===== config.mk =====
export PLATFORM = sky130hd
export DESIGN_NAME = arp_cache_and_responder
export DESIGN_NICKNAME = d
export VERILOG_FILES = /design/src/arp_pkg.sv /design/src/arp_front.sv /design/src/arp_queue.sv /design/src/arp_back.sv /design/src/arp_cache_and_responder.sv
export SDC_FILE = /design/constraint.sdc
export NUM_CORES = 2
export LEC_CHECK = 0
export ABC_CLOCK_PERIOD_IN_PS = 36100
export BUFFER_PORTS_ARGS = -buffer_cell sky130_fd_sc_hd__buf_2
export CAP_MARGIN = 20
export CORE_MARGIN = 2
export CORE_UTILIZATION = 32
export DETAILED_ROUTE_END_ITERATION = 6
export PLACE_DENSITY = 0.57
export SLEW_MARGIN = 10
export SYNTH_ARGS = -nofsm -noshare
export SYNTH_HDL_FRONTEND = slang
export SYNTH_SLANG_ARGS = --single-unit

===== constraint.sdc =====
create_clock -name clk -period 36.1 [get_ports clk]
set_clock_uncertainty 0.1 [all_clocks]
set_input_delay 10.83 -clock clk [delete_from_list [all_inputs] [get_ports clk]]
set_output_delay 10.83 -clock clk [all_outputs]
set_load 0.005 [all_outputs]

===== src/arp_pkg.sv =====
// Shared types, codes and constants for the ARP cache and responder.
// No dependencies; every other file of the block imports this package.
`default_nettype none

package arp_pkg;

    // Cache depth default and placement limits
    localparam int ENTRIES_DEFAULT = 16;
    localparam int QUEUE_DEPTH     = 2;
    localparam int QPTR_W          = $clog2(QUEUE_DEPTH);
    localparam int QCNT_W          = $clog2(QUEUE_DEPTH + 1);

    // Protocol constants
    localparam logic [10:0] MIN_PACKET_LEN = 11'd28;
    localparam logic [15:0] OP_REQUEST     = 16'h0001;
    localparam logic [31:0] LIFETIME_RESET = 32'd300;
    localparam logic [47:0] MAC_BROADCAST  = 48'hFFFF_FFFF_FFFF;

    // Stream widths
    localparam int IN_TDATA_W  = 176;
    localparam int IN_TUSER_W  = 2;
    localparam int OUT_TDATA_W = 176;
    localparam int OUT_TUSER_W = 5;

    // Input request kinds (carried on tuser)
    localparam logic [1:0] REQ_LOOKUP = 2'd0;
    localparam logic [1:0] REQ_PACKET = 2'd1;
    localparam logic [1:0] REQ_TICK   = 2'd2;
    localparam logic [1:0] REQ_UNUSED = 2'd3;

    // Result status codes
    localparam logic [2:0] STAT_HIT       = 3'd0;
    localparam logic [2:0] STAT_MISS_REQ  = 3'd1;
    localparam logic [2:0] STAT_MISS_DOWN = 3'd2;
    localparam logic [2:0] STAT_STORED    = 3'd3;
    localparam logic [2:0] STAT_IGNORED   = 3'd4;
    localparam logic [2:0] STAT_TICK      = 3'd5;

    // Frame kinds
    localparam logic [1:0] FK_NONE    = 2'd0;
    localparam logic [1:0] FK_REQUEST = 2'd1;
    localparam logic [1:0] FK_REPLY   = 2'd2;

    // Configuration register indexes
    localparam logic [1:0] CFG_OWN_IP   = 2'd0;
    localparam logic [1:0] CFG_OWN_MAC  = 2'd1;
    localparam logic [1:0] CFG_LIFETIME = 2'd2;
    localparam logic [1:0] CFG_LINK_UP  = 2'd3;

    // Classified command kinds passed from front to back
    typedef enum logic [1:0] {
        CMD_LOOKUP,
        CMD_STORE,
        CMD_IGNORE,
        CMD_TICK
    } cmd_kind_t;

    typedef enum logic [1:0] {
        BK_IDLE,
        BK_SCAN,
        BK_EMIT
    } back_state_t;

    typedef struct packed {
        cmd_kind_t   kind;
        logic [31:0] ip;
        logic [47:0] mac;
        logic        reply;
    } cmd_t;

    typedef struct packed {
        logic [31:0] ip;
        logic [47:0] mac;
        logic [31:0] stamp;
    } entry_t;

    typedef struct packed {
        logic [2:0]  status;
        logic [47:0] mac;
        logic [1:0]  fkind;
        logic [47:0] dmac;
        logic [47:0] tmac;
        logic [31:0] tip;
    } res_t;

    typedef struct packed {
        logic [31:0] own_ip;
        logic [31:0] lifetime;
        logic        link_up;
    } cfg_t;

endpackage

`default_nettype wire


===== src/arp_front.sv =====
// Front end: unpacks the input stream and classifies each request into a command.
// Depends on arp_pkg; feeds arp_queue.
`default_nettype none

module arp_front
    import arp_pkg::*;
(
    input  wire logic                   s_axis_tvalid,
    output logic                        s_axis_tready,
    input  wire logic [IN_TDATA_W-1:0]  s_axis_tdata,
    input  wire logic [IN_TUSER_W-1:0]  s_axis_tuser,
    input  wire cfg_t                   cfg,
    input  wire logic                   q_full,
    output logic                        q_push,
    output cmd_t                        q_cmd
);

    logic [1:0]  req_type;
    logic [31:0] query_ip;
    logic [10:0] packet_length;
    logic [15:0] packet_opcode;
    logic [31:0] pkt_src_ip;
    logic [47:0] pkt_src_mac;
    logic [31:0] pkt_dst_ip;

    // Unpack fields
    assign req_type      = s_axis_tuser[1:0];
    assign query_ip      = s_axis_tdata[31:0];
    assign packet_length = s_axis_tdata[42:32];
    assign packet_opcode = s_axis_tdata[58:43];
    assign pkt_src_ip    = s_axis_tdata[90:59];
    assign pkt_src_mac   = s_axis_tdata[138:91];
    assign pkt_dst_ip    = s_axis_tdata[170:139];

    // Accept whenever the queue has room; drop the unused request kind
    assign s_axis_tready = ~q_full;
    assign q_push        = s_axis_tvalid && s_axis_tready && (req_type != REQ_UNUSED);

    // Classify
    always_comb
    begin
        q_cmd.ip    = pkt_src_ip;
        q_cmd.mac   = pkt_src_mac;
        q_cmd.reply = (packet_opcode == OP_REQUEST) && (pkt_dst_ip == cfg.own_ip);
        case (req_type)
            REQ_LOOKUP:
            begin
                q_cmd.kind = CMD_LOOKUP;
                q_cmd.ip   = query_ip;
            end
            REQ_PACKET:
            begin
                q_cmd.kind = (packet_length < MIN_PACKET_LEN) ? CMD_IGNORE : CMD_STORE;
            end
            REQ_TICK:
            begin
                q_cmd.kind = CMD_TICK;
            end
            default:
            begin
                q_cmd.kind = CMD_IGNORE;
            end
        endcase
    end

endmodule

`default_nettype wire


===== src/arp_queue.sv =====
// Short command queue between the front end and the cache engine.
// Depends on arp_pkg for cmd_t and the queue depth.
`default_nettype none

module arp_queue
    import arp_pkg::*;
(
    input  wire logic clk,
    input  wire logic rst_n,
    input  wire logic push,
    input  wire cmd_t push_cmd,
    output logic      full,
    input  wire logic pop,
    output logic      not_empty,
    output cmd_t      pop_cmd
);

    cmd_t              slot_reg [QUEUE_DEPTH];
    logic [QPTR_W-1:0] wr_ptr_reg;
    logic [QPTR_W-1:0] rd_ptr_reg;
    logic [QCNT_W-1:0] count_reg;
    logic [QPTR_W-1:0] wr_ptr_next;
    logic [QPTR_W-1:0] rd_ptr_next;
    logic [QCNT_W-1:0] count_next;

    assign full      = (count_reg == QCNT_W'(QUEUE_DEPTH));
    assign not_empty = (count_reg != '0);
    assign pop_cmd   = slot_reg[rd_ptr_reg];

    // Advance pointers with wrap
    always_comb
    begin
        wr_ptr_next = wr_ptr_reg;
        rd_ptr_next = rd_ptr_reg;
        count_next  = count_reg;
        if (push)
        begin
            wr_ptr_next = (wr_ptr_reg == QPTR_W'(QUEUE_DEPTH - 1)) ? '0 : wr_ptr_reg + 1'b1;
        end
        if (pop)
        begin
            rd_ptr_next = (rd_ptr_reg == QPTR_W'(QUEUE_DEPTH - 1)) ? '0 : rd_ptr_reg + 1'b1;
        end
        if (push && !pop)
        begin
            count_next = count_reg + 1'b1;
        end
        else if (pop && !push)
        begin
            count_next = count_reg - 1'b1;
        end
    end

    always_ff @(posedge clk or negedge rst_n)
    begin
        if (!rst_n)
        begin
            wr_ptr_reg <= '0;
            rd_ptr_reg <= '0;
            count_reg  <= '0;
        end
        else
        begin
            wr_ptr_reg <= wr_ptr_next;
            rd_ptr_reg <= rd_ptr_next;
            count_reg  <= count_next;
        end
    end

    // Hold payload
    always_ff @(posedge clk)
    begin
        if (push)
        begin
            slot_reg[wr_ptr_reg] <= push_cmd;
        end
    end

endmodule

`default_nettype wire


===== src/arp_back.sv =====
// Cache engine: scans the entry memory one entry per cycle, updates the cache
// and the tick counter, and holds the result register. Depends on arp_pkg.
`default_nettype none

module arp_back
    import arp_pkg::*;
#(
    parameter int ENTRIES = ENTRIES_DEFAULT
)
(
    input  wire logic clk,
    input  wire logic rst_n,
    input  wire cfg_t cfg,
    input  wire logic q_valid,
    input  wire cmd_t q_cmd,
    output logic      q_pop,
    output logic      out_valid,
    input  wire logic out_ready,
    output res_t      out_res
);

    localparam int IDX_W = (ENTRIES > 1) ? $clog2(ENTRIES) : 1;
    localparam int CNT_W = $clog2(ENTRIES + 1);

    back_state_t       state_reg;
    back_state_t       state_next;
    cmd_t              cmd_reg;
    logic [CNT_W-1:0]  issue_cnt_reg;
    logic [CNT_W-1:0]  issue_cnt_next;
    logic              pend_reg;
    logic              pend_next;
    logic [IDX_W-1:0]  pend_idx_reg;
    logic [IDX_W-1:0]  pend_idx_next;
    entry_t            rd_entry_reg;
    logic [ENTRIES-1:0] valid_reg;
    logic [31:0]       now_reg;
    logic [31:0]       now_next;
    res_t              res_reg;
    res_t              res_next;
    logic              out_valid_reg;
    res_t              out_reg;

    entry_t            entry_mem [ENTRIES];

    logic              rd_en;
    logic              wr_en;
    logic [IDX_W-1:0]  wr_slot;
    entry_t            wr_entry;
    logic              load_out;

    logic              ent_valid;
    logic              ip_eq;
    logic [31:0]       age;
    logic              lookup_match;
    logic              store_match;
    logic              match;
    logic              last_entry;
    logic              scan_done;

    // Compare the entry read in the previous cycle
    assign ent_valid    = valid_reg[pend_idx_reg];
    assign ip_eq        = (rd_entry_reg.ip == cmd_reg.ip);
    assign age          = now_reg - rd_entry_reg.stamp;
    assign lookup_match = pend_reg && ent_valid && ip_eq && (age < cfg.lifetime);
    assign store_match  = pend_reg && (!ent_valid || ip_eq);
    assign match        = (cmd_reg.kind == CMD_LOOKUP) ? lookup_match : store_match;
    assign last_entry   = pend_reg && (pend_idx_reg == IDX_W'(ENTRIES - 1));
    assign scan_done    = match || last_entry;

    // Next state
    always_comb
    begin
        state_next = state_reg;
        case (state_reg)
            BK_IDLE:
            begin
                if (q_valid)
                begin
                    if ((q_cmd.kind == CMD_LOOKUP) || (q_cmd.kind == CMD_STORE))
                    begin
                        state_next = BK_SCAN;
                    end
                    else
                    begin
                        state_next = BK_EMIT;
                    end
                end
            end
            BK_SCAN:
            begin
                if (scan_done)
                begin
                    state_next = BK_EMIT;
                end
            end
            BK_EMIT:
            begin
                if (!out_valid_reg || out_ready)
                begin
                    state_next = BK_IDLE;
                end
            end
            default:
            begin
                state_next = BK_IDLE;
            end
        endcase
    end

    // Control strobes and datapath updates
    always_comb
    begin
        q_pop          = 1'b0;
        rd_en          = 1'b0;
        wr_en          = 1'b0;
        wr_slot        = match ? pend_idx_reg : '0;
        wr_entry.ip    = cmd_reg.ip;
        wr_entry.mac   = cmd_reg.mac;
        wr_entry.stamp = now_reg;
        load_out       = 1'b0;
        issue_cnt_next = issue_cnt_reg;
        pend_next      = 1'b0;
        pend_idx_next  = pend_idx_reg;
        now_next       = now_reg;
        res_next       = res_reg;
        case (state_reg)
            BK_IDLE:
            begin
                q_pop          = q_valid;
                issue_cnt_next = '0;
                if (q_valid)
                begin
                    res_next = '0;
                    if (q_cmd.kind == CMD_TICK)
                    begin
                        res_next.status = STAT_TICK;
                        now_next        = now_reg + 32'd1;
                    end
                    else
                    begin
                        res_next.status = STAT_IGNORED;
                    end
                end
            end
            BK_SCAN:
            begin
                // Issue the next read while checking the previous one
                rd_en = (issue_cnt_reg < CNT_W'(ENTRIES));
                if (rd_en)
                begin
                    issue_cnt_next = issue_cnt_reg + 1'b1;
                    pend_next      = !scan_done;
                    pend_idx_next  = issue_cnt_reg[IDX_W-1:0];
                end
                if (scan_done)
                begin
                    res_next = '0;
                    if (cmd_reg.kind == CMD_LOOKUP)
                    begin
                        if (match)
                        begin
                            res_next.status = STAT_HIT;
                            res_next.mac    = rd_entry_reg.mac;
                        end
                        else if (cfg.link_up)
                        begin
                            res_next.status = STAT_MISS_REQ;
                            res_next.fkind  = FK_REQUEST;
                            res_next.dmac   = MAC_BROADCAST;
                            res_next.tip    = cmd_reg.ip;
                        end
                        else
                        begin
                            res_next.status = STAT_MISS_DOWN;
                        end
                    end
                    else
                    begin
                        wr_en           = 1'b1;
                        res_next.status = STAT_STORED;
                        if (cmd_reg.reply)
                        begin
                            res_next.fkind = FK_REPLY;
                            res_next.dmac  = cmd_reg.mac;
                            res_next.tmac  = cmd_reg.mac;
                            res_next.tip   = cmd_reg.ip;
                        end
                    end
                end
            end
            BK_EMIT:
            begin
                load_out = !out_valid_reg || out_ready;
            end
            default:
            begin
                q_pop = 1'b0;
            end
        endcase
    end

    // Control registers
    always_ff @(posedge clk or negedge rst_n)
    begin
        if (!rst_n)
        begin
            state_reg     <= BK_IDLE;
            issue_cnt_reg <= '0;
            pend_reg      <= 1'b0;
            valid_reg     <= '0;
            now_reg       <= '0;
            out_valid_reg <= 1'b0;
        end
        else
        begin
            state_reg     <= state_next;
            issue_cnt_reg <= issue_cnt_next;
            pend_reg      <= pend_next;
            now_reg       <= now_next;
            if (wr_en)
            begin
                valid_reg[wr_slot] <= 1'b1;
            end
            if (load_out)
            begin
                out_valid_reg <= 1'b1;
            end
            else if (out_ready)
            begin
                out_valid_reg <= 1'b0;
            end
        end
    end

    // Payload registers
    always_ff @(posedge clk)
    begin
        pend_idx_reg <= pend_idx_next;
        res_reg      <= res_next;
        if (q_pop)
        begin
            cmd_reg <= q_cmd;
        end
        if (load_out)
        begin
            out_reg <= res_reg;
        end
    end

    // Entry memory: one write port, one registered read port
    always_ff @(posedge clk)
    begin
        if (wr_en)
        begin
            entry_mem[wr_slot] <= wr_entry;
        end
    end

    always_ff @(posedge clk)
    begin
        if (rd_en)
        begin
            rd_entry_reg <= entry_mem[issue_cnt_reg[IDX_W-1:0]];
        end
    end

    assign out_valid = out_valid_reg;
    assign out_res   = out_reg;

endmodule

`default_nettype wire


===== src/arp_cache_and_responder.sv =====
// ARP cache and responder top level: configuration registers, front end,
// command queue and cache engine. Depends on arp_pkg, arp_front, arp_queue, arp_back.
// A tick or an ignored packet passes from the queue through the result register to the
// output register; a lookup or stored packet first scans the entry memory one entry per
// cycle until a match or the last entry. A stalled result holds the engine.
// The engine takes one command at a time, only after emitting the last; the queue takes two items ahead.
// Reset: rst_n clears all entry valid bits and the tick counter at once; no sweep.
`default_nettype none

module arp_cache_and_responder
    import arp_pkg::*;
#(
    parameter int ENTRIES = ENTRIES_DEFAULT
)
(
    input  wire logic                   clk,
    input  wire logic                   rst_n,
    // tdata: query_ip[31:0], packet_length[42:32], packet_opcode[58:43],
    //        src_ip[90:59], src_mac[138:91], dst_ip[170:139], zero fill
    input  wire logic                   s_axis_tvalid,
    output logic                        s_axis_tready,
    input  wire logic [IN_TDATA_W-1:0]  s_axis_tdata,
    // tuser: req_type[1:0]
    input  wire logic [IN_TUSER_W-1:0]  s_axis_tuser,
    // tdata: resolved_mac[47:0], frame_dest_mac[95:48],
    //        frame_target_mac[143:96], frame_target_ip[175:144]
    output logic                        m_axis_tvalid,
    input  wire logic                   m_axis_tready,
    output logic [OUT_TDATA_W-1:0]      m_axis_tdata,
    // tuser: status[2:0], frame_kind[4:3]
    output logic [OUT_TUSER_W-1:0]      m_axis_tuser,
    input  wire logic                   cfg_valid,
    output logic                        cfg_ready,
    input  wire logic [1:0]             cfg_index,
    input  wire logic [47:0]            cfg_data
);

    logic [31:0] own_ip_reg;
    logic [31:0] lifetime_reg;
    logic        link_up_reg;
    cfg_t        cfg;
    logic        q_push;
    cmd_t        q_push_cmd;
    logic        q_full;
    logic        q_pop;
    logic        q_not_empty;
    cmd_t        q_pop_cmd;
    res_t        out_res;

    // Configuration writes; the sender MAC is not part of any result, so it is not held
    assign cfg_ready = 1'b1;

    always_ff @(posedge clk or negedge rst_n)
    begin
        if (!rst_n)
        begin
            own_ip_reg   <= '0;
            lifetime_reg <= LIFETIME_RESET;
            link_up_reg  <= 1'b0;
        end
        else if (cfg_valid && cfg_ready)
        begin
            case (cfg_index)
                CFG_OWN_IP:   own_ip_reg   <= cfg_data[31:0];
                CFG_LIFETIME: lifetime_reg <= cfg_data[31:0];
                CFG_LINK_UP:  link_up_reg  <= cfg_data[0];
                default:      own_ip_reg   <= own_ip_reg;
            endcase
        end
    end

    assign cfg.own_ip   = own_ip_reg;
    assign cfg.lifetime = lifetime_reg;
    assign cfg.link_up  = link_up_reg;

    arp_front u_front (
        .s_axis_tvalid (s_axis_tvalid),
        .s_axis_tready (s_axis_tready),
        .s_axis_tdata  (s_axis_tdata),
        .s_axis_tuser  (s_axis_tuser),
        .cfg           (cfg),
        .q_full        (q_full),
        .q_push        (q_push),
        .q_cmd         (q_push_cmd)
    );

    arp_queue u_queue (
        .clk       (clk),
        .rst_n     (rst_n),
        .push      (q_push),
        .push_cmd  (q_push_cmd),
        .full      (q_full),
        .pop       (q_pop),
        .not_empty (q_not_empty),
        .pop_cmd   (q_pop_cmd)
    );

    arp_back #(
        .ENTRIES (ENTRIES)
    ) u_back (
        .clk       (clk),
        .rst_n     (rst_n),
        .cfg       (cfg),
        .q_valid   (q_not_empty),
        .q_cmd     (q_pop_cmd),
        .q_pop     (q_pop),
        .out_valid (m_axis_tvalid),
        .out_ready (m_axis_tready),
        .out_res   (out_res)
    );

    // Pack the result
    assign m_axis_tdata = {out_res.tip, out_res.tmac, out_res.dmac, out_res.mac};
    assign m_axis_tuser = {out_res.fkind, out_res.status};

`ifndef SYNTHESIS
    // A request frame only comes from a lookup miss with the link up
    a_request_frame: assert property (@(posedge clk) disable iff (!rst_n)
        (m_axis_tvalid && (out_res.fkind == FK_REQUEST)) |->
            ((out_res.status == STAT_MISS_REQ) && (out_res.dmac == MAC_BROADCAST)
             && (out_res.tmac == '0)))
        else $error("request frame without a lookup miss");

    // No frame means all frame fields are zero
    a_no_frame_zero: assert property (@(posedge clk) disable iff (!rst_n)
        (m_axis_tvalid && (out_res.fkind == FK_NONE)) |->
            ((out_res.dmac == '0) && (out_res.tmac == '0) && (out_res.tip == '0)))
        else $error("frame fields set without a frame");

    // A MAC is only resolved on a hit
    a_mac_on_hit: assert property (@(posedge clk) disable iff (!rst_n)
        (m_axis_tvalid && (out_res.status != STAT_HIT)) |-> (out_res.mac == '0))
        else $error("resolved MAC on a non-hit result");

    // The queue never accepts a command while full
    a_queue_room: assert property (@(posedge clk) disable iff (!rst_n)
        q_full |-> !q_push)
        else $error("command pushed into a full queue");
`endif

endmodule

`default_nettype wire

==> flow_metrics.py <==
metrics = {
    "logic_synthesis": {
        "yosysWarnings": 0,
        "ys_dominant_reg_cell": "edfxtp_1",
        "netlist-cell-type-count": 66,
        "synth_seq_cells": 2645,
        "async_flop_share_pct": 4.76,
        "synth_area_mm2": 0.0997,
        "ys_seq_area_share_pct": 79.0,
        "synth_fp_nets": 4726,
        "synth_edf_count": 2519,
        "postSynthCellCount": 4427,
        "syn_area_per_cell_um2": 22.5,
    },
    "routing": {
        "ant_nets": 0,
        "viasPerCell": 4.90,
        "first_pass_iters": 7,
        "drt-total-wl_mm": 239,
        "drt_iter0_drc": 4479,
        "drc": 0,
        "routedWlPerCell_um": 25.5,
        "vias": 46013,
    },
    "place": {
        "io_buffers": 392,
        "hpwlAfterDp_mm": 128,
        "gp_congestion": 0.766,
        "place_inst": 8865,
    },
    "final_layout": {
        "largest_reg_flops": 1792,
        "drive_above_1_share_pct": 32.1,
        "fillers": 28045,
        "area_growth_pct": 16.6,
        "fin_nets": 5336,
        "stdcell_count": 9386,
    },
    "setup_path": {
        "crit_top_cell": "buf_4",
        "critPathCaptureType": "flop",
        "crit_type": "input port to flop",
        "reg2reg_from": "u_back.now_reg[0]",
        "crit_required_ns": 36.50,
        "cp_slowest_stage_delay_ns": 0.77,
        "crit_chain": "buf_2, nand2b_1, and3_4, buf_4, buf_4",
        "startpoint": "m_axis_tready",
        "crit_path_start_kind": "input port",
        "worstPathArrival_ns": 13.49,
        "critPathSlowestCell": "buf_4",
        "rrSetupSlack_ns": 28.25,
        "path_max_fanout": 61,
    },
    "timing": {
        "slew_headroom_pct": 23.9,
        "hold_viol_final": 0,
        "post-route-min-period_ns": 13.09,
        "timing.final.crit_share_pct": 36.3,
        "timing.fmax_ghz": 0.0764,
        "drv_slew": 0,
        "setup_tns_ns": 0,
        "rsz0062_at_grt": "false",
        "finalSetupViolCount": 0,
        "worst_slew_pin_slew_ns": 1.14,
    },
    "floorplan": {
        "io_pins": 417,
        "initial_core_util_pct": 32.2,
        "core-area_mm2": 0.309,
        "rows": 204,
        "die_area_mm2": 0.316,
        "die_x_um": 562,
        "die_height_um": 562,
    },
    "power_and_ir_drop": {
        "p_switching_mw": 2.47,
        "power_per_cell_area_mw_per_mm2": 76.5,
        "seq_power_share_pct": 50.2,
        "swShare_pct": 27.8,
        "internal-power_mw": 6.42,
        "p_clk_share_pct": 32.3,
        "ir_drop_v": 0.0000866,
        "pwr-share-comb_pct": 17.5,
        "p_leak_nw": 37.9,
    },
    "clocking": {
        "clk_pin_slew_ns": 0.06,
        "cts_buffers": 290,
        "hold_buffers": 0,
        "h-tree-depth": 5,
        "cts-root-buf": "clkbuf_16",
        "worstSkewPairLatency_ns": 0.91,
        "clockBufferDepth": 4,
        "cts_resized": 0,
        "cts_setup_buffers": 0,
        "cts_tree": "built",
        "clkSinkCount": 2645,
    },
    "hold_path": {
        "hold_start": "u_back.res_reg[21]",
        "hold_path_class": "flop to flop",
    },
    "global_route": {
        "grt_overflow": 0,
        "grt_pass1_vias": 48441,
        "grt_max_degree": 151,
        "grt_antenna_before_repair": 15,
        "grt_pass1_wl_mm": 343,
        "track_usage_pct": 14.9,
    },
    "job": {
        "drv_cap": 0,
    },
    "outcome": {
        "status": "complete, no violations",
    },
}
## power by group through the flow
stage	combinational (mW)	sequential [mW]	clock (mW)
2_1_floorplan	1.04	4.41	0
3_3_place_gp	1.58	4.51	0
3_5_place_dp	1.60	4.54	0
4_1_cts	1.60	4.48	2.95
5_1_grt	1.69	4.53	3.06
6_report	1.56	4.47	2.88
## routing by layer
layer,vias up,track usage [%],part of all wire (%)
li1,19479,-,-
met4,8,4.33,2.6
met3,366,2.49,6.3
met2,1516,24.8,49
met5,-,0,0.022
met1,24644,20.0,42
## worst max-delay path, delay by kind of cell
kind                   cells  cell delay (ns)
and+or+nand+nor            2             0.85
buffers and inverters      3             1.63
## cell usage in the layout, fill, tap and decap left out, types with 14 or more instances in the layout
master / instances
a21boi_0: 29
nand4_1: 21
clkinv_1: 61
nor3_1: 14
nor4_1: 22
xnor2_1: 47
nor2_1: 34
or2_2: 18
nand2_1: 137
a21o_1: 22
mux4_2: 565
o21ai_0: 14
and2_1: 50
clkinv_2: 40
clkbuf_16: 292
dfrtp_1: 118
buf_2: 391
mux2_2: 181
inv_1: 124
bufinv_16: 21
edfxtp_1: 2519
ha_1: 65
clkbuf_1: 65
xor2_1: 81
buf_4: 95
nand3_1: 21
a21oi_1: 39
## Yosys cell counts, types with 3 or more instances
master,instances,area share [%]
clkbuf_2,3,0.015
nand4_1,21,0.13
mux4_2,565,13
and2_1,51,0.32
nor3b_1,3,0.023
xor2_1,81,0.71
o21a_1,9,0.068
buf_2,8,0.040
xnor2_1,47,0.41
a31o_2,3,0.026
dfstp_2,4,0.11
ha_1,65,0.82
nor2_1,46,0.17
nand2_1,137,0.52
buf_6,3,0.034
a21boi_1,5,0.038
nor2b_1,3,0.019
nor4_1,22,0.14
and4_1,4,0.035
and3_1,7,0.044
a31oi_1,3,0.019
buf_1,37,0.14
dfrtp_1,122,3.1
nand3_1,21,0.11
nand2b_1,6,0.038
mux2_2,181,2.0
a21boi_0,29,0.22
a2111o_1,3,0.034
inv_1,126,0.47
a211oi_1,6,0.045
o21bai_1,4,0.030
o211ai_1,9,0.068
a41oi_1,3,0.026
edfxtp_1,2519,76
o21ai_0,14,0.070
a21o_1,22,0.17
a21oi_1,39,0.20
clkbuf_1,120,0.45
or2_2,18,0.11
nor3_1,18,0.090
nor4b_1,5,0.044
## area by class of cell
class / count / area (um2) / area share (%)
antenna: 4 / 10.0 / 0.00861
clock buffer: 359 / 7580 / 6.52
clock inverter: 158 / 1570 / 1.35
inverter: 127 / 487 / 0.418
multi-input combinational: 1482 / 19900 / 17.1
sequential: 2645 / 78800 / 67.8
tap: 4120 / 5150 / 4.43
timing repair buffer: 491 / 2760 / 2.37
## cells by family after synthesis
kind of cell    Yosys count  synth area share, %
compound gates          169                 1.17
xor+xnor                128                 1.12
fa+ha+maj                66                0.836
buf+inv                 300                 1.17
flops                  2645                 79.0
mux                     746                 14.8
other cells               1              0.00376
simple gates            372                 1.88
## final timing paths
path                                       end  cells past startpoint
hold / removal              u_back.out_res[21]                      0
setup / recovery           u_back.out_res[158]                      5
min in group asynchronous       own_ip_reg[10]                      1
setup reg to reg           u_back.res_reg[113]                     20
max in group asynchronous   u_queue.rd_ptr_reg                      2
hold reg to reg             u_back.out_res[21]                      0
## metrics by stage
step / cell area [um2] / utilization, % / worst slack (ns) / hold slack (ns) / total power [mW]
2_1_floorplan: 99700 / - / 20.29 / 0.300 / 5.45
3_3_place_gp: 107000 / 34.6 / 22.07 / 0.303 / 6.09
3_5_place_dp: 107000 / 34.6 / 21.95 / 0.305 / 6.14
4_1_cts: 116000 / 37.6 / 22.88 / 0.284 / 9.03
5_1_grt: 116000 / 37.6 / 22.83 / 0.292 / 9.28
6_report: 116000 / 37.6 / 23.01 / 0.284 / 8.90
(Power assumes the default switching activity.)
